**src/design/sfr_pkg.sv**
```systemverilog
// ----------------------------------------------------------------------------
// sfr_pkg
// Shared types and constants of the shape fill rasterizer: widths, action
// codes, the classified command that the front hands to the back, and the
// sequencer states.
// ----------------------------------------------------------------------------
package sfr_pkg;

   // frame store geometry
   localparam int MAX_ROWS = 64;
   localparam int MAX_COLS = 64;

   localparam int ROW_AW    = (MAX_ROWS > 1) ? $clog2(MAX_ROWS) : 1;
   localparam int COL_AW    = (MAX_COLS > 1) ? $clog2(MAX_COLS) : 1;
   localparam int ROW_CNT_W = $clog2(MAX_ROWS + 1);
   localparam int COL_CNT_W = $clog2(MAX_COLS + 1);

   // field widths
   localparam int ACTION_W   = 2;
   localparam int COORD_IN_W = 8;
   localparam int LEN_W      = 7;
   localparam int CANVAS_W   = 7;
   localparam int PIXEL_W    = 8;
   localparam int CSR_DATA_W = 32;
   localparam int CSR_ADDR_W = 3;

   // internal signed coordinate: holds row +/- length and every canvas index
   localparam int COORD_BASE = (ROW_CNT_W > COL_CNT_W) ? ROW_CNT_W : COL_CNT_W;
   localparam int COORD_W    = ((COORD_BASE > COORD_IN_W + 1) ? COORD_BASE
                                                              : COORD_IN_W + 1) + 1;

   // squared distances; inside the bounding box |offset| <= radius
   localparam int SQ_W   = 2 * LEN_W;
   localparam int DIST_W = SQ_W + 1;

   localparam int QUEUE_DEPTH = 2;
   localparam int QPTR_W      = 1;
   localparam int QCNT_W      = 2;

   localparam logic [PIXEL_W-1:0] PIXEL_ON  = 8'd255;
   localparam logic [PIXEL_W-1:0] PIXEL_OFF = 8'd0;

   typedef enum logic [ACTION_W-1:0] {
      ACT_CLEAR  = 2'd0,
      ACT_RECT   = 2'd1,
      ACT_CIRCLE = 2'd2,
      ACT_READ   = 2'd3
   } action_type;

   typedef enum logic {
      REG_ROWS = 1'b0,
      REG_COLS = 1'b1
   } csr_reg_type;

   typedef logic signed [COORD_W-1:0] coord_type;

   typedef struct packed {
      action_type      op;
      coord_type       row_ctr;
      coord_type       col_ctr;
      coord_type       row_lo;
      coord_type       row_hi;
      coord_type       col_lo;
      coord_type       col_hi;
      logic [SQ_W-1:0] r2;
   } cmd_type;

   typedef struct packed {
      logic [ROW_CNT_W-1:0] eff_rows;
      logic [COL_CNT_W-1:0] eff_cols;
   } cfg_type;

   typedef enum logic [2:0] {
      ST_IDLE,
      ST_DISPATCH,
      ST_ROW,
      ST_SCAN,
      ST_MERGE,
      ST_READ
   } back_state_type;

endpackage

```
**src/design/sfr_csr.sv**
```systemverilog
// ----------------------------------------------------------------------------
// sfr_csr
// Canvas size registers behind the APB-style port, with the sizes clamped
// to the frame store for use by the back end.
// ----------------------------------------------------------------------------
module sfr_csr (
   input  logic                             clock,
   input  logic                             reset,
   input  logic                             psel,
   input  logic                             penable,
   input  logic                             pwrite,
   input  logic [sfr_pkg::CSR_ADDR_W-1:0]   paddr,
   input  logic [sfr_pkg::CSR_DATA_W-1:0]   pwdata,
   output logic [sfr_pkg::CSR_DATA_W-1:0]   prdata,
   output logic                             pready,
   output sfr_pkg::cfg_type                 cfg
);
   import sfr_pkg::*;

   logic [CANVAS_W-1:0] canvas_rows_ff, canvas_rows_in;
   logic [CANVAS_W-1:0] canvas_cols_ff, canvas_cols_in;
   logic                wr_en;
   csr_reg_type         reg_sel;

   assign pready  = 1'b1;
   assign wr_en   = psel & penable & pwrite;
   assign reg_sel = csr_reg_type'(paddr[2]);

   always_comb begin
      canvas_rows_in = canvas_rows_ff;
      canvas_cols_in = canvas_cols_ff;
      if (wr_en) begin
         unique case (reg_sel)
            REG_ROWS: canvas_rows_in = pwdata[CANVAS_W-1:0];
            REG_COLS: canvas_cols_in = pwdata[CANVAS_W-1:0];
            default:  ;
         endcase
      end
   end

   always_ff @(posedge clock) begin
      if (reset) begin
         canvas_rows_ff <= CANVAS_W'(64);
         canvas_cols_ff <= CANVAS_W'(64);
      end else begin
         canvas_rows_ff <= canvas_rows_in;
         canvas_cols_ff <= canvas_cols_in;
      end
   end

   always_comb begin
      unique case (reg_sel)
         REG_ROWS: prdata = CSR_DATA_W'(canvas_rows_ff);
         REG_COLS: prdata = CSR_DATA_W'(canvas_cols_ff);
         default:  prdata = '0;
      endcase
   end

   // clamp to the store size
   always_comb begin
      if (int'(canvas_rows_ff) > MAX_ROWS) begin
         cfg.eff_rows = ROW_CNT_W'(MAX_ROWS);
      end else begin
         cfg.eff_rows = ROW_CNT_W'(canvas_rows_ff);
      end
      if (int'(canvas_cols_ff) > MAX_COLS) begin
         cfg.eff_cols = COL_CNT_W'(MAX_COLS);
      end else begin
         cfg.eff_cols = COL_CNT_W'(canvas_cols_ff);
      end
   end

endmodule

```
**config.mk**
```make
export PLATFORM = sky130hd
export DESIGN_NAME = sfr_csr
export DESIGN_NICKNAME = d
export VERILOG_FILES = /design/src/design/sfr_pkg.sv /design/src/design/sfr_csr.sv
export SDC_FILE = /design/constraint.sdc
export NUM_CORES = 1
export LEC_CHECK = 0
export BUFFER_PORTS_ARGS = -buffer_cell sky130_fd_sc_hd__clkbuf_2
export CAP_MARGIN = 10
export CELL_PAD_IN_SITES_DETAIL_PLACEMENT = 2
export CELL_PAD_IN_SITES_GLOBAL_PLACEMENT = 2
export CORE_MARGIN = 5
export CORE_UTILIZATION = 18
export DETAILED_ROUTE_END_ITERATION = 7
export MAX_ROUTING_LAYER = met4
export PLACE_DENSITY = 0.8
export SETUP_SLACK_MARGIN = 0.2
export SYNTH_ARGS = -nofsm -noshare
export SYNTH_HDL_FRONTEND = slang
export SYNTH_SLANG_ARGS = --single-unit
```
**constraint.sdc**
```tcl
create_clock -name clock -period 0.9 [get_ports clock]
set_input_delay 0.09 -clock clock [delete_from_list [all_inputs] [get_ports clock]]
set_output_delay 0.09 -clock clock [all_outputs]
set_load 0.05 [all_outputs]
```
==> metrics.yaml <==
clkTransAtPathRegs_ns: 0.06
async_flop_share: 0
grt_first_pass_wirelength_um: 5057
crit_arrival_ns: 1.05
cts_hold_buf: 0
yosysSeqAreaShare: 0.2875
die_w_um: 83.59
synthesis.area_sq_um: 974.7
finalCritPeriodShare: 1.267
cts_inserted_buffers: 3
insertedDiodeCount: 0
clock_latency_ns: 0.25
grt_setup_unrepaired: "yes"
nNetsFinal: 191
max_freq_mhz: 876.7
drtPass1Iterations: 3
p_comb_frac: 0.302
period_minus_slack_ns: 1.141
finalClockSkew_ns: 0
dieArea_sq_um: 6986
setup_viol: 22
status: "finished with violations"
finalPower_mw: 1.725
end_kind: "output pin"
drive_gt1_frac: 0.6000
synth-edff-count: 0
leakage_nw: 0.7795
rows: 26
crit_path_max_fanout: 4
cts-root-buf: "clkbuf_8"
vias_per_cell: 3.682
netlist_instances: 106
drt_iter0_drc: 9
synth_top_cell_area_share: 0.2875
seqPwrFrac: 0.374
p_sw_uw: 640.7
coreArea_sq_um: 5172
grt-ovfl-total: 0
cap_violations: 0
violations: "setup timing"
fp.dieH_um: 83.59
ir_worst_vdd_v: 0.0004938
num_io_pins: 87
p_per_area_nw_per_um2: 962.3
post_dp_cell_area_sq_um: 1400
grt_antenna_before_repair: 0
gp_congestion: 0.6892
synth_ff_type: "dfxtp_1"
min_path_type: "input pin to flop"
area_delta_synth_final_pct: 83.95
p_int_mw: 1.085
dpl.hpwl_um: 2299
cts_sinks: 14
crit_required_ns: 0.81
grt_util_all_layers: 0.09397
stdcell_area_sq_um: 1793
start_util: 0.1884
yosysMostFrequentCell: "buf_4"
avgSynthCellArea_sq_um: 9.195
ys_warn_count: 0
synth_cell_types: 14
startpoint_type: "flop"
synth_common_cells: "27 x buf_4, 18 x nand2b_1, 14 x dfxtp_1, 14 x mux2i_1, 12 x nor2b_1"
cts_tree: "done"
clkPwrFrac: 0.324
ys_top_cells_by_area: "dfxtp_1 29%, buf_4 21%, mux2i_1 14%"
grt_pass1_vias: 996
slew_viol_final: 0
path_class: "flop to output pin"
clock_path_buffers: 2
post_drt_wl_per_cell_um: 14.91
drc_errors: 0
finalHoldViolCount: 0
grt_max_degree: 22
ys_ff_latch: 14
wl_um: 3281
port-buffer-count: 33
yosysTopAreaCell: "dfxtp_1"
switching_share: 0.3714
postLayoutSetupSlackWorst_ns: -0.2407
cts-htree-levels: 1
ant_nets: 0
dr_total_vias: 810
## metal layers
metal / vias to the layer above / part of all wire / GRT usage
met4: 0 / 0.0098 / 0.03509
li1: 380 / - / -
met3: 4 / 0.043 / 0.02270
met2: 33 / 0.55 / 0.1735
met5: - / 0 / -
met1: 393 / 0.39 / 0.09541
## state kept, by name (all words and copies together), names as in the netlist
| signal | cells |
|---|---|
| canvas_cols_ff | 7 |
| canvas_rows_ff | 7 |
## critical path, stage by stage (launching register included)
cell and delay (ns):
dfxtp_4 0.38, mux2_4 0.27, buf_8 0.15
## final cells by class
type / instances / area, sq um
well taps: 70 / 87.58
multi-input cells: 84 / 716.9
repair buffers: 48 / 641.9
clock buffers: 3 / 41.29
clock inverters: 1 / 3.754
fillers: 547 / 3379
flip-flops and latches: 14 / 301.5
## cell usage in the layout (no fill, tap or decap)
cell       instances
nor2_1             1
nand4b_1           1
dfxtp_2           11
dfxtp_1            1
and4_1             1
nor2b_4           12
clkbuf_8           3
nand2b_4           4
clkbuf_2          10
mux2i_1           14
conb_1            26
nand2b_1          14
and4b_1            1
buf_6              9
clkbuf_16          6
buf_4              4
nand4_2            1
clkinv_1           1
buf_2              1
nor2_4             2
mux2_4             7
buf_12             7
dfxtp_4            2
buf_8             11
## stage by stage
| step | instances | utilization | hold slack [ns] | setup WS (ns) | setup TNS (ns) |
|---|---|---|---|---|---|
| 2_1_floorplan | 130 | - | 0.2600 | 0.05816 | 0 |
| 3_3_place_gp | 213 | 0.2707 | 0.3614 | -0.1621 | -2.464 |
| 3_5_place_dp | 213 | 0.2707 | 0.3782 | -0.1889 | -2.991 |
| 4_1_cts | 218 | 0.3283 | 0.1145 | -0.2617 | -4.734 |
| 5_1_grt | 220 | 0.3466 | 0.1215 | -0.2658 | -5.021 |
| 6_report | 220 | 0.3466 | 0.1086 | -0.2407 | -4.391 |
## final timing paths
path                      from                end  slack, ns  cells past startpoint
max          canvas_cols_ff[6]          prdata[6]      -0.24                      2
min                  pwdata[1]  canvas_cols_ff[1]       0.11                      3
max reg2reg  canvas_rows_ff[6]  canvas_rows_ff[6]          0                      4
min reg2reg  canvas_rows_ff[2]  canvas_rows_ff[2]       0.50                      2
## power by group through the flow
stage          registers [mW]  clock network (mW)  logic [mW]
3_3_place_gp            0.655                   0       0.448
3_5_place_dp            0.656                   0       0.454
5_1_grt                 0.648               0.596       0.547
4_1_cts                 0.644               0.556       0.494
2_1_floorplan           0.659                   0       0.461
6_report                0.645               0.559       0.521
## kinds of logic (layout without fill, tap and decap cells)
logic type / Yosys count / after routing / share of synthesized area
flip-flops: 14 / 14 / 0.2875
multiplexers: 21 / 21 / 0.2246
other: 2 / 26 / 0.007705
buffers and inverters: 32 / 52 / 0.2349
AND/OR/NAND/NOR: 37 / 37 / 0.2452
## what timing repair did
| action | CTS | global route |
|---|---|---|
| setup buffers | 1 | 2 |
| pin swaps | 2 | 0 |
| cloned | 0 | 0 |
| resized for setup | 52 | 30 |
| endpoints found under the setup margin | 29 | 32 |
No activity file was read; power rests on OpenSTA's default activity.
