`src/design/sfr_pkg.sv`:
```
// ----------------------------------------------------------------------------
// sfr_pkg
// Shared types and constants of the shape fill rasterizer: widths, action
// codes, the classified command that the front hands to the back, and the
// sequencer states.
// ----------------------------------------------------------------------------
package sfr_pkg;

   // frame store geometry
   localparam int MAX_ROWS = 64;
   localparam int MAX_COLS = 64;

   localparam int ROW_AW    = (MAX_ROWS > 1) ? $clog2(MAX_ROWS) : 1;
   localparam int COL_AW    = (MAX_COLS > 1) ? $clog2(MAX_COLS) : 1;
   localparam int ROW_CNT_W = $clog2(MAX_ROWS + 1);
   localparam int COL_CNT_W = $clog2(MAX_COLS + 1);

   // field widths
   localparam int ACTION_W   = 2;
   localparam int COORD_IN_W = 8;
   localparam int LEN_W      = 7;
   localparam int CANVAS_W   = 7;
   localparam int PIXEL_W    = 8;
   localparam int CSR_DATA_W = 32;
   localparam int CSR_ADDR_W = 3;

   // internal signed coordinate: holds row +/- length and every canvas index
   localparam int COORD_BASE = (ROW_CNT_W > COL_CNT_W) ? ROW_CNT_W : COL_CNT_W;
   localparam int COORD_W    = ((COORD_BASE > COORD_IN_W + 1) ? COORD_BASE
                                                              : COORD_IN_W + 1) + 1;

   // squared distances; inside the bounding box |offset| <= radius
   localparam int SQ_W   = 2 * LEN_W;
   localparam int DIST_W = SQ_W + 1;

   localparam int QUEUE_DEPTH = 2;
   localparam int QPTR_W      = 1;
   localparam int QCNT_W      = 2;

   localparam logic [PIXEL_W-1:0] PIXEL_ON  = 8'd255;
   localparam logic [PIXEL_W-1:0] PIXEL_OFF = 8'd0;

   typedef enum logic [ACTION_W-1:0] {
      ACT_CLEAR  = 2'd0,
      ACT_RECT   = 2'd1,
      ACT_CIRCLE = 2'd2,
      ACT_READ   = 2'd3
   } action_type;

   typedef enum logic {
      REG_ROWS = 1'b0,
      REG_COLS = 1'b1
   } csr_reg_type;

   typedef logic signed [COORD_W-1:0] coord_type;

   typedef struct packed {
      action_type      op;
      coord_type       row_ctr;
      coord_type       col_ctr;
      coord_type       row_lo;
      coord_type       row_hi;
      coord_type       col_lo;
      coord_type       col_hi;
      logic [SQ_W-1:0] r2;
   } cmd_type;

   typedef struct packed {
      logic [ROW_CNT_W-1:0] eff_rows;
      logic [COL_CNT_W-1:0] eff_cols;
   } cfg_type;

   typedef enum logic [2:0] {
      ST_IDLE,
      ST_DISPATCH,
      ST_ROW,
      ST_SCAN,
      ST_MERGE,
      ST_READ
   } back_state_type;

endpackage

```
`src/design/sfr_front.sv`:
```
// ----------------------------------------------------------------------------
// sfr_front
// Takes commands, works out the shape's bounding rows and columns and the
// squared radius, and queues the classified command for the back end.
// ----------------------------------------------------------------------------
module sfr_front (
   input  logic                                clock,
   input  logic                                reset,
   input  logic                                start,
   output logic                                busy,
   input  logic [sfr_pkg::ACTION_W-1:0]        req_action,
   input  logic signed [sfr_pkg::COORD_IN_W-1:0] req_row,
   input  logic signed [sfr_pkg::COORD_IN_W-1:0] req_col,
   input  logic [sfr_pkg::LEN_W-1:0]           req_height,
   input  logic [sfr_pkg::LEN_W-1:0]           req_width,
   input  logic [sfr_pkg::LEN_W-1:0]           req_radius,
   output logic                                cmd_valid,
   input  logic                                cmd_pop,
   output sfr_pkg::cmd_type                    cmd
);
   import sfr_pkg::*;

   cmd_type             queue_ff [QUEUE_DEPTH];
   logic [QPTR_W-1:0]   wr_ptr_ff, wr_ptr_in;
   logic [QPTR_W-1:0]   rd_ptr_ff, rd_ptr_in;
   logic [QCNT_W-1:0]   count_ff, count_in;
   logic                push;
   cmd_type             cls;
   coord_type           row_c, col_c;

   assign busy      = (count_ff == QCNT_W'(QUEUE_DEPTH));
   assign push      = start & ~busy;
   assign cmd_valid = (count_ff != '0);
   assign cmd       = queue_ff[rd_ptr_ff];

   // classify
   always_comb begin
      row_c       = coord_type'(req_row);
      col_c       = coord_type'(req_col);
      cls.op      = action_type'(req_action);
      cls.row_ctr = row_c;
      cls.col_ctr = col_c;
      cls.row_lo  = row_c;
      cls.row_hi  = row_c;
      cls.col_lo  = col_c;
      cls.col_hi  = col_c;
      cls.r2      = {{LEN_W{1'b0}}, req_radius} * {{LEN_W{1'b0}}, req_radius};
      unique case (cls.op)
         ACT_RECT: begin
            cls.row_hi = row_c + coord_type'(req_height);
            cls.col_hi = col_c + coord_type'(req_width);
         end
         ACT_CIRCLE: begin
            cls.row_lo = row_c - coord_type'(req_radius);
            cls.row_hi = row_c + coord_type'(req_radius);
            cls.col_lo = col_c - coord_type'(req_radius);
            cls.col_hi = col_c + coord_type'(req_radius);
         end
         default: ;
      endcase
   end

   always_comb begin
      wr_ptr_in = wr_ptr_ff;
      rd_ptr_in = rd_ptr_ff;
      count_in  = count_ff;
      if (push) begin
         wr_ptr_in = wr_ptr_ff + 1'b1;
      end
      if (cmd_pop) begin
         rd_ptr_in = rd_ptr_ff + 1'b1;
      end
      if (push && !cmd_pop) begin
         count_in = count_ff + 1'b1;
      end else if (!push && cmd_pop) begin
         count_in = count_ff - 1'b1;
      end
   end

   always_ff @(posedge clock) begin
      if (reset) begin
         wr_ptr_ff <= '0;
         rd_ptr_ff <= '0;
         count_ff  <= '0;
      end else begin
         wr_ptr_ff <= wr_ptr_in;
         rd_ptr_ff <= rd_ptr_in;
         count_ff  <= count_in;
      end
   end

   always_ff @(posedge clock) begin
      if (push) begin
         queue_ff[wr_ptr_ff] <= cls;
      end
   end

`ifndef SYNTHESIS
   a_count_bound: assert property (@(posedge clock) disable iff (reset)
      count_ff <= QCNT_W'(QUEUE_DEPTH))
      else $error("queue count above depth");
   a_pop_nonempty: assert property (@(posedge clock) disable iff (reset)
      cmd_pop |-> count_ff != '0)
      else $error("pop from empty queue");
   a_push_grows: assert property (@(posedge clock) disable iff (reset)
      (push && !cmd_pop) |=> count_ff == $past(count_ff) + 1'b1)
      else $error("queue count did not advance on push");
`endif

endmodule

```
`config.mk`:
```
export PLATFORM = sky130hd
export DESIGN_NAME = sfr_front
export DESIGN_NICKNAME = d
export VERILOG_FILES = /design/src/design/sfr_pkg.sv /design/src/design/sfr_front.sv
export SDC_FILE = /design/constraint.sdc
export NUM_CORES = 1
export LEC_CHECK = 0
export ABC_AREA = 0
export BUFFER_PORTS_ARGS = -buffer_cell sky130_fd_sc_hd__buf_2
export CAP_MARGIN = 10
export CORE_ASPECT_RATIO = 0.75
export CORE_MARGIN = 10
export CORE_UTILIZATION = 50
export DETAILED_ROUTE_END_ITERATION = 10
export PLACE_DENSITY = 0.75
export SLEW_MARGIN = 10
export SYNTH_ARGS = -nofsm -noshare
export SYNTH_HDL_FRONTEND = slang
export SYNTH_SLANG_ARGS = --single-unit
```
`constraint.sdc`:
```
create_clock -name clock -period 4.78 [get_ports clock]
set_input_delay 0.717 -clock clock [delete_from_list [all_inputs] [get_ports clock]]
set_output_delay 0.717 -clock clock [all_outputs]
set_load 0.05 [all_outputs]
```
==> results of run 1 <==
-- stage by stage --
step	cell area [µm²]	utilization (%)
floorplan	7980	-
global placement	8785	56.97
detailed placement	8785	56.97
CTS	9407	61.00
global route	9407	61.00
finish	9409	61.02
-- how the worst max path moves through the flow --
stage	start	to	slack, ns	cells after the start
2_1_floorplan	req_radius[5]	queue_ff[0][10]	0.06	17
3_3_place_gp	req_radius[6]	queue_ff[0][10]	0.12	17
3_5_place_dp	req_radius[6]	queue_ff[1][10]	0.05	17
4_1_cts	req_radius[6]	queue_ff[1][10]	0.46	17
5_1_grt	req_radius[6]	queue_ff[1][10]	0.26	17
6_report	req_radius[6]	queue_ff[1][12]	0.39	17
-- per-layer routing --
layer	vias to the layer above	track usage, %	wire [µm]
li1	2595	-	-
met1	2639	23.78	8871
met2	216	27.82	8589
met3	29	5.378	1350
met4	0	4.418	222
met5	-	0	0
-- Yosys cell counts, drive strengths merged, types with 2 or more instances --
| cell type | n | area, µm² |
|---|---|---|
| or3 | 5 | 31.28 |
| nand4 | 3 | 18.77 |
| nor3 | 5 | 25.02 |
| nor4 | 2 | 12.51 |
| o21a | 2 | 15.01 |
| and2 | 6 | 37.54 |
| a311oi | 2 | 17.52 |
| buf | 18 | 112.6 |
| a21oi | 21 | 108.9 |
| and3 | 5 | 31.28 |
| a31o | 4 | 35.03 |
| ha | 56 | 700.7 |
| o21ai | 42 | 217.7 |
| nand2 | 48 | 180.2 |
| or4b | 2 | 20.02 |
| clkbuf | 9 | 33.78 |
| o21bai | 2 | 15.01 |
| edfxtp | 134 | 4024 |
| xor2 | 14 | 122.6 |
| fa | 17 | 340.3 |
| mux2 | 76 | 855.8 |
| o211ai | 4 | 30.03 |
| xnor2 | 18 | 157.7 |
| a21o | 7 | 53.80 |
| nor2 | 44 | 165.2 |
| nor3b | 6 | 45.04 |
| nand3b | 2 | 15.01 |
| a21boi | 3 | 22.52 |
| o31ai | 6 | 45.04 |
| inv | 53 | 198.9 |
| nor2b | 8 | 50.05 |
| dfxtp | 5 | 100.1 |
| nand3 | 6 | 30.03 |
-- registers in the layout, indices dropped and copies added (netlist names), named ones only --
name	flops
queue_ff	134
rd_ptr_ff	1
count_ff	2
wr_ptr_ff	1
-- logic make-up after synthesis --
family	after synthesis	synth area share, %
buffers and inverters	80	4.327
AND/OR/NAND/NOR	147	8.765
AO/OA/AOI/OAI	100	7.777
flip-flops	139	51.68
XOR/XNOR	32	3.512
other	1	0.04699
adder cells (fa/ha/maj)	73	13.04
multiplexers	77	10.85
-- worst max-delay path: stages --
cell and delay (ns):
buf_2 0.16, nand2_1 0.12, xor2_1 0.17, ha_1 0.27
inv_1 0.05, fa_1 0.54, inv_1 0.06, fa_1 0.52
inv_1 0.05, fa_1 0.54, inv_1 0.05, ha_1 0.28
a21o_2 0.17, a311oi_1 0.07, o311ai_0 0.42, o211ai_1 0.18
xnor2_1 0.18
-- power groups by stage --
stage	Sequential (mW)	Combinational [mW]	Clock, mW
6_report	1.66	1.51	1.38
5_1_grt	1.68	1.62	1.46
4_1_cts	1.67	1.51	1.40
3_5_place_dp	1.69	1.50	0
3_3_place_gp	1.68	1.46	0
2_1_floorplan	1.66	1.17	0
-- cell type report --
type	instances	area [µm²]	area share, %
Sequential cell	139	4128	43.87
Multi-Input combinational cell	430	3523	37.45
Timing Repair Buffer	130	678.2	7.207
Clock buffer	17	425.4	4.521
Tap cell	205	256.5	2.726
Inverter	53	198.9	2.114
Clock inverter	15	196.4	2.088
Antenna cell	1	2.502	0.02660
==> metrics.csv, run 1 <==
metric;value;unit
startpoint class of the critical path;input pin;
global-route wire length before repair;30650;µm
postcts setup bufs;0;
height of the chip;129.4;µm
CTS Hold Bufs;0;
Tot GR Track Use;17.76;%
count of cells resized by post-cts repair;0;
worst slack after detailed placement;0.04517;ns
number of warnings issued by yosys;0;
number of setup violations in the final report;0;
TritonCTS clock tree;yes;
standard cell core area;15420;µm²
routed wire length per instance;19.23;µm
post-synthesis async set-or-reset flop share;0;%
commonest cells after routing, fill and taps aside;edfxtp_1 (134), buf_2 (119), mux2_2 (76);
pin count of the biggest net entering global routing;68;
worst clock skew on the final layout;0.006959;ns
Hold Crit Endpoint;queue_ff[1][75];
number of cells produced by synthesis;649;
post-route non-filler standard cell count;990;
Worst Setup Path Type;in2reg;
number of DRC markers after the initial detailed-route iteration;533;
path category of the worst min-delay check;in2reg;
synthesized area per cell;12.30;µm²
destination of the worst register-to-register timing path;queue_ff[0][11];
leading cell type in the layout, fill and taps excluded;edfxtp_1;
maximum count of clock buffers along a single path;2;
Max-slew headroom;30.84;%
post-synthesis cell type count;54;
final layout net count;887;
total length of routed wires;19030;µm
cell depth of the worst hold path;1;
switching power;1.618;mW
clock sink count;139;
placed instance count;957;
routability congestion estimate from global placement;0.8655;
Antenna Violating Nets Remaining;0;
minimum period implied by the final worst setup slack;4.390;ns
Worst Reg2Reg Path Length in Cells;4;
number of flip-flops and latches in the synthesized netlist;139;
crit end category;flop;
width of the die;165.9;µm
root buffer selected by CTS;clkbuf_16;
total CTS buffers;17;
Slew @ Worst Pin;1.037;ns
detailed-route vias per instance;5.534;
maximum resistive drop on vdd;0.0003167;V
register clock-pin slew on the reported worst setup and hold paths;0.06;ns
number of max-cap violations;0;
r2r setup slk;2.40;ns
ratio of cells with drive above 1 in the final layout;31.63;%
Die ar.;21470;µm²
final hold slack;0.5090;ns
share of the yosys chip area belonging to registers;51.68;%
internal power;2.936;mW
outcome;finished clean;
number of nets in the synthesized netlist;765;
Skew-Pair Late Insertion Delay;0.42;ns
number of global-route vias before repair;5707;
Final Hold Violating Endpoints;0;
hold path start;req_action[1];
number of primary I/O pins;121;
port buffer count;119;
required time worst endpoint;4.94;ns
final cycle utilization of the critical path;91.84;%
setup TNS;0;ns
# rows;39;
number of slew-limit violations in the final report;0;
share of total power consumed by net switching;35.52;%
number of enable flip-flop cells after synthesis;134;
Comb power frac;33.1;%
half-perimeter wire length after detailed placement;13820;µm
maximum level of the CTS H-tree;4;
# fillers;1260;
post-synthesis to final-layout area growth;17.91;%
unrepaired setup endpoints after global routing;no;
starting density of the core;51.75;%
sequential power share;36.6;%
worst endpoint data arrival time;4.55;ns
Achievable Freq;0.2278;GHz
leakage dissipation;3.899;nW
PD cells;484.0;nW/µm²
global-route congestion overflow total;0;
overall power of the completed layout;4.554;mW
most frequently used flop master after synthesis;edfxtp_1;
clock share of power;30.4;%
reg2reg start;count_ff[0];
worst setup slack after layout;0.3899;ns
DRT Pass-1 Iters;9;
Crit Path Max Fanout;6;
Vias;5479;
post-synthesis instance area;7980;µm²
remaining routing DRC violations;0;
initial antenna violation count;1;
Power figures use the tool's default switching activity.
==> run 2: changes to the inputs <==
--- a/config.mk
+++ b/config.mk
@@ -12,7 +12,7 @@
 export CORE_MARGIN = 10
 export CORE_UTILIZATION = 50
 export DETAILED_ROUTE_END_ITERATION = 10
-export PLACE_DENSITY = 0.75
+export PLACE_DENSITY_LB_ADDON = 0.3
 export SLEW_MARGIN = 10
 export SYNTH_ARGS = -nofsm -noshare
 export SYNTH_HDL_FRONTEND = slang
==> metrics.csv, run 2 (synthesis gave the netlist of run 1 again) <==
metric;value;unit
outcome;finished clean;
width of the die;165.9;µm
height of the chip;129.4;µm
routability congestion estimate from global placement;0.8765;
max FFs per register;134;
TritonCTS clock tree;yes;
# fillers;1264;
standard cell core area;15420;µm²
commonest cells after routing, fill and taps aside;edfxtp_1 (134), buf_2 (119), mux2_2 (76);
# rows;39;
number of global-route vias before repair;5609;
number of primary I/O pins;121;
setup TNS;0;ns
leakage dissipation;3.903;nW
Achievable Freq;0.2280;GHz
total length of routed wires;19140;µm
detailed-route vias per instance;5.506;
count of cells resized by post-cts repair;0;
number of slew-limit violations in the final report;0;
maximum count of clock buffers along a single path;2;
required time worst endpoint;4.93;ns
post-synthesis to final-layout area growth;17.83;%
final layout net count;887;
critical path's most frequent cell;inv_1;
crit end category;flop;
root buffer selected by CTS;clkbuf_16;
final hold slack;0.5066;ns
port buffer count;119;
Cell Chain, Critical Path;buf_2 -> inv_1 -> nor2_1 -> ha_1 -> xor2_1 -> fa_1 -> inv_1 -> fa_1 -> inv_1 -> fa_1 -> inv_1 -> ha_1 -> a21o_2 -> a31o_2 -> a21oi_1 -> o21ai_0 -> xor2_1;
ratio of cells with drive above 1 in the final layout;31.51;%
slowest CP cell;fa_1;
PD cells;482.7;nW/µm²
Crit Path Max Fanout;6;
number of setup violations in the final report;0;
Skew-Pair Late Insertion Delay;0.41;ns
dominant delay contributor by cell family on the critical path;adder cells;
Final Hold Violating Endpoints;0;
minimum period implied by the final worst setup slack;4.386;ns
Core Util, Final;60.98;%
startpoint class of the critical path;input pin;
number of buffers and inverters on the critical path;5;
Slew @ Worst Pin;1.061;ns
path category of the worst min-delay check;in2reg;
slowest stage delay, CP;0.55;ns
initial antenna violation count;0;
leading cell type in the layout, fill and taps excluded;edfxtp_1;
global-route wire length before repair;30330;µm
total CTS buffers;17;
Antenna Cells;0;
clock sink count;139;
starting density of the core;51.75;%
Die ar.;21470;µm²
number of DRC markers after the initial detailed-route iteration;363;
global-route congestion overflow total;0;
CTS Hold Bufs;0;
routed wire length per instance;19.35;µm
half-perimeter wire length after detailed placement;13880;µm
maximum level of the CTS H-tree;4;
register clock-pin slew on the reported worst setup and hold paths;0.07;ns
maximum resistive drop on vdd;0.0003033;V
Antenna Violating Nets Remaining;0;
postcts setup bufs;0;
Vias;5445;
registers with the most flip-flops;queue_ff: 134 flops, count_ff: 2 flops;
DRT Pass-1 Iters;5;
register with the most flip-flops;queue_ff;
worst endpoint data arrival time;4.53;ns
overall power of the completed layout;4.538;mW
Tot GR Track Use;17.72;%
final cycle utilization of the critical path;91.76;%
Max-slew headroom;29.25;%
unrepaired setup endpoints after global routing;no;
number of max-cap violations;0;
pin count of the biggest net entering global routing;68;
worst clock skew on the final layout;0.006898;ns
Worst Setup Path Type;in2reg;
remaining routing DRC violations;0;
[run 2: changes by cell type in the layout (fill, tap and decap cells not counted)]
cell	previous run	this run
and3_2	0	1
and3_4	1	0
clkinv_1	2	3
clkinv_2	2	1
clkinv_4	3	4
clkinvlp_4	2	1
diode_2	1	0
[run 2: final timing paths]
kind	startpoint	cells after the start	slack [ns]	end
worst min-delay path	req_action[1]	1	0.51	queue_ff[1][75]
worst max register to register	count_ff[0]	3	2.48	queue_ff[1][10]
worst max-delay path	req_radius[2]	17	0.39	queue_ff[1][10]
worst min register to register	count_ff[1]	2	0.52	count_ff[1]
[run 2: final cells by class]
class	count	area [µm²]	share of cell area [%]
timing repair buffer	130	678.2	7.212
inverter	53	198.9	2.116
tap	205	256.5	2.728
sequential	139	4128	43.90
clock buffer	17	425.4	4.524
multi-input combinational	430	3520	37.43
clock inverter	15	196.4	2.089
[run 2: report_power, final]
| part | total (mW) | switching [mW] | internal [mW] |
|---|---|---|---|
| logic | 1.49 | 1.03 | 0.462 |
| registers | 1.66 | 0.0634 | 1.60 |
| clock network | 1.38 | 0.510 | 0.872 |
| total | 4.54 | 1.61 | 2.93 |
[run 2: metrics by stage]
step	cells	setup slack, ns	area, µm²
after floorplan	649	0.05904	7980
after global placement	957	0.09685	8781
after detailed placement	957	0.02225	8781
after CTS	989	0.4512	9403
after global routing	989	0.1782	9403
final	989	0.3938	9403
[run 2: routing by layer]
layer | GRT usage (%) | part of all wire [%] | up-vias
met5 | 0 | 0 | -
met4 | 4.574 | 1.3 | 0
met3 | 5.831 | 7.7 | 27
met2 | 28.43 | 46 | 225
met1 | 22.83 | 45 | 2606
li1 | - | - | 2587
==> run 3: changes to the inputs <==
--- a/config.mk
+++ b/config.mk
@@ -6,10 +6,9 @@
 export NUM_CORES = 1
 export LEC_CHECK = 0
 export ABC_AREA = 0
-export BUFFER_PORTS_ARGS = -buffer_cell sky130_fd_sc_hd__buf_2
+export BUFFER_PORTS_ARGS = -buffer_cell sky130_fd_sc_hd__buf_4
 export CAP_MARGIN = 10
 export CORE_ASPECT_RATIO = 0.75
-export CORE_MARGIN = 10
 export CORE_UTILIZATION = 50
 export DETAILED_ROUTE_END_ITERATION = 10
 export PLACE_DENSITY_LB_ADDON = 0.3
==> metrics.csv, run 3 (synthesis gave the netlist of run 1 again) <==
metric;value;unit
standard cell core area;15420;µm²
path category of the worst min-delay check;in2reg;
setup TNS;0;ns
Crit Path Max Fanout;6;
pin count of the biggest net entering global routing;68;
width of the die;147.9;µm
startpoint class of the critical path;input pin;
unrepaired setup endpoints after global routing;no;
TritonCTS clock tree;yes;
routed wire length per instance;18.86;µm
count of cells resized by post-cts repair;0;
root buffer selected by CTS;clkbuf_16;
Vias;5506;
worst clock skew on the final layout;0.004735;ns
slowest stage delay, CP;0.56;ns
DRT Pass-1 Iters;6;
minimum period implied by the final worst setup slack;4.482;ns
crit end category;flop;
Cell Chain, Critical Path;buf_4 -> inv_1 -> nor2_1 -> ha_1 -> xor2_1 -> fa_1 -> inv_1 -> fa_1 -> inv_1 -> fa_1 -> inv_1 -> ha_1 -> a21o_2 -> a311oi_1 -> o311ai_0 -> o211ai_1 -> xnor2_1;
Tot GR Track Use;23.65;%
postcts setup bufs;0;
maximum count of clock buffers along a single path;2;
port buffer count;119;
number of setup violations in the final report;0;
outcome;finished clean;
leakage dissipation;4.035;nW
leading cell type in the layout, fill and taps excluded;edfxtp_1;
clock share of power;32.1;%
clock sink count;139;
register clock-pin slew on the reported worst setup and hold paths;0.06;ns
# fillers;1220;
final cycle utilization of the critical path;93.76;%
Antenna Cells;0;
PD cells;491.7;nW/µm²
global-route congestion overflow total;0;
Achievable Freq;0.2231;GHz
half-perimeter wire length after detailed placement;13040;µm
internal power;3.180;mW
Antenna Violating Nets Remaining;0;
post-synthesis to final-layout area growth;22.33;%
final layout net count;886;
Max-slew headroom;28.74;%
worst endpoint data arrival time;4.64;ns
Skew-Pair Late Insertion Delay;0.42;ns
maximum level of the CTS H-tree;4;
number of primary I/O pins;121;
registers with the most flip-flops;queue_ff: 134 flops, count_ff: 2 flops;
worst setup slack after layout;0.2982;ns
switching power;1.620;mW
max FFs per register;134;
starting density of the core;51.75;%
dominant delay contributor by cell family on the critical path;adder cells;
number of max-cap violations;0;
remaining routing DRC violations;0;
Slew @ Worst Pin;1.069;ns
slowest CP cell;fa_1;
required time worst endpoint;4.93;ns
ratio of cells with drive above 1 in the final layout;31.42;%
sequential power share;34.7;%
CTS Hold Bufs;0;
number of DRC markers after the initial detailed-route iteration;447;
total length of routed wires;18640;µm
number of slew-limit violations in the final report;0;
worst slack after detailed placement;-0.04132;ns
# rows;39;
initial antenna violation count;0;
Final Hold Violating Endpoints;0;
register with the most flip-flops;queue_ff;
maximum resistive drop on vdd;0.0002770;V
share of total power consumed by net switching;33.75;%
Worst Setup Path Type;in2reg;
critical path's most frequent cell;inv_1;
total CTS buffers;17;
Comb power frac;33.3;%
routability congestion estimate from global placement;0.9969;
Die ar.;16480;µm²
height of the chip;111.4;µm
commonest cells after routing, fill and taps aside;edfxtp_1 (134), buf_4 (129), mux2_2 (76);
number of global-route vias before repair;5533;
number of buffers and inverters on the critical path;5;
detailed-route vias per instance;5.573;
global-route wire length before repair;29380;µm
run 3: cell types whose count changed in the layout (fill, tap and decap cells not counted):
cell | previous run | this run
buf_4 | 11 | 129
buf_2 | 119 | 0
clkinv_2 | 1 | 0
bufinv_16 | 4 | 7
clkinvlp_4 | 1 | 0
clkinv_4 | 4 | 1
inv_6 | 2 | 4
run 3: layer usage:
layer / track usage [%] / up-vias / routed length [µm]
met3: 4.795 / 28 / 1169
met5: 0 / - / 0
met2: 37.04 / 228 / 8723
met4: 9.072 / 0 / 383
met1: 32.55 / 2666 / 8359
li1: - / 2584 / -
run 3: path summary, 6_finish.rpt:
check / from / end / slack [ns] / cells after the start
max: req_radius[4] / queue_ff[0][12] / 0.30 / 17
min: reset / flop / 0.48 / 2
max reg2reg: count_ff[0] / queue_ff[0][56] / 2.29 / 4
min reg2reg: rd_ptr_ff / flop / 0.54 / 2
run 3: through the flow:
step	total power [mW]	util (%)	cells	hold slack [ns]	instance area, µm²
after CTS	4.816	63.31	988	0.4703	9762
after detailed placement	3.265	58.83	956	0.5226	9071
after floorplan	2.828	-	649	0.4608	7980
after global routing	4.992	63.31	988	0.4838	9762
final	4.800	63.31	988	0.4836	9762
after global placement	3.215	58.83	956	0.4728	9071
run 3: layout make-up:
| type | instances | area [µm²] | share of cell area (%) |
|---|---|---|---|
| timing repair buffer | 129 | 968.4 | 9.921 |
| multi-input combinational | 430 | 3520 | 36.05 |
| clock buffer | 17 | 425.4 | 4.358 |
| sequential | 139 | 4128 | 42.28 |
| tap | 205 | 256.5 | 2.628 |
| inverter | 53 | 198.9 | 2.038 |
| clock inverter | 15 | 265.3 | 2.717 |
run 3: power groups by stage:
stage	combinational, mW	sequential (mW)	clock [mW]
2_1_floorplan	1.17	1.66	0
3_3_place_gp	1.54	1.68	0
3_5_place_dp	1.57	1.69	0
4_1_cts	1.60	1.67	1.55
5_1_grt	1.70	1.68	1.60
6_report	1.60	1.66	1.54
run 3: worst register-to-register path, delay by kind of cell (launching register included):
kind,cells,cell delay [ns]
buf+inv,1,0.62
flops,1,0.40
simple gates,3,1.10
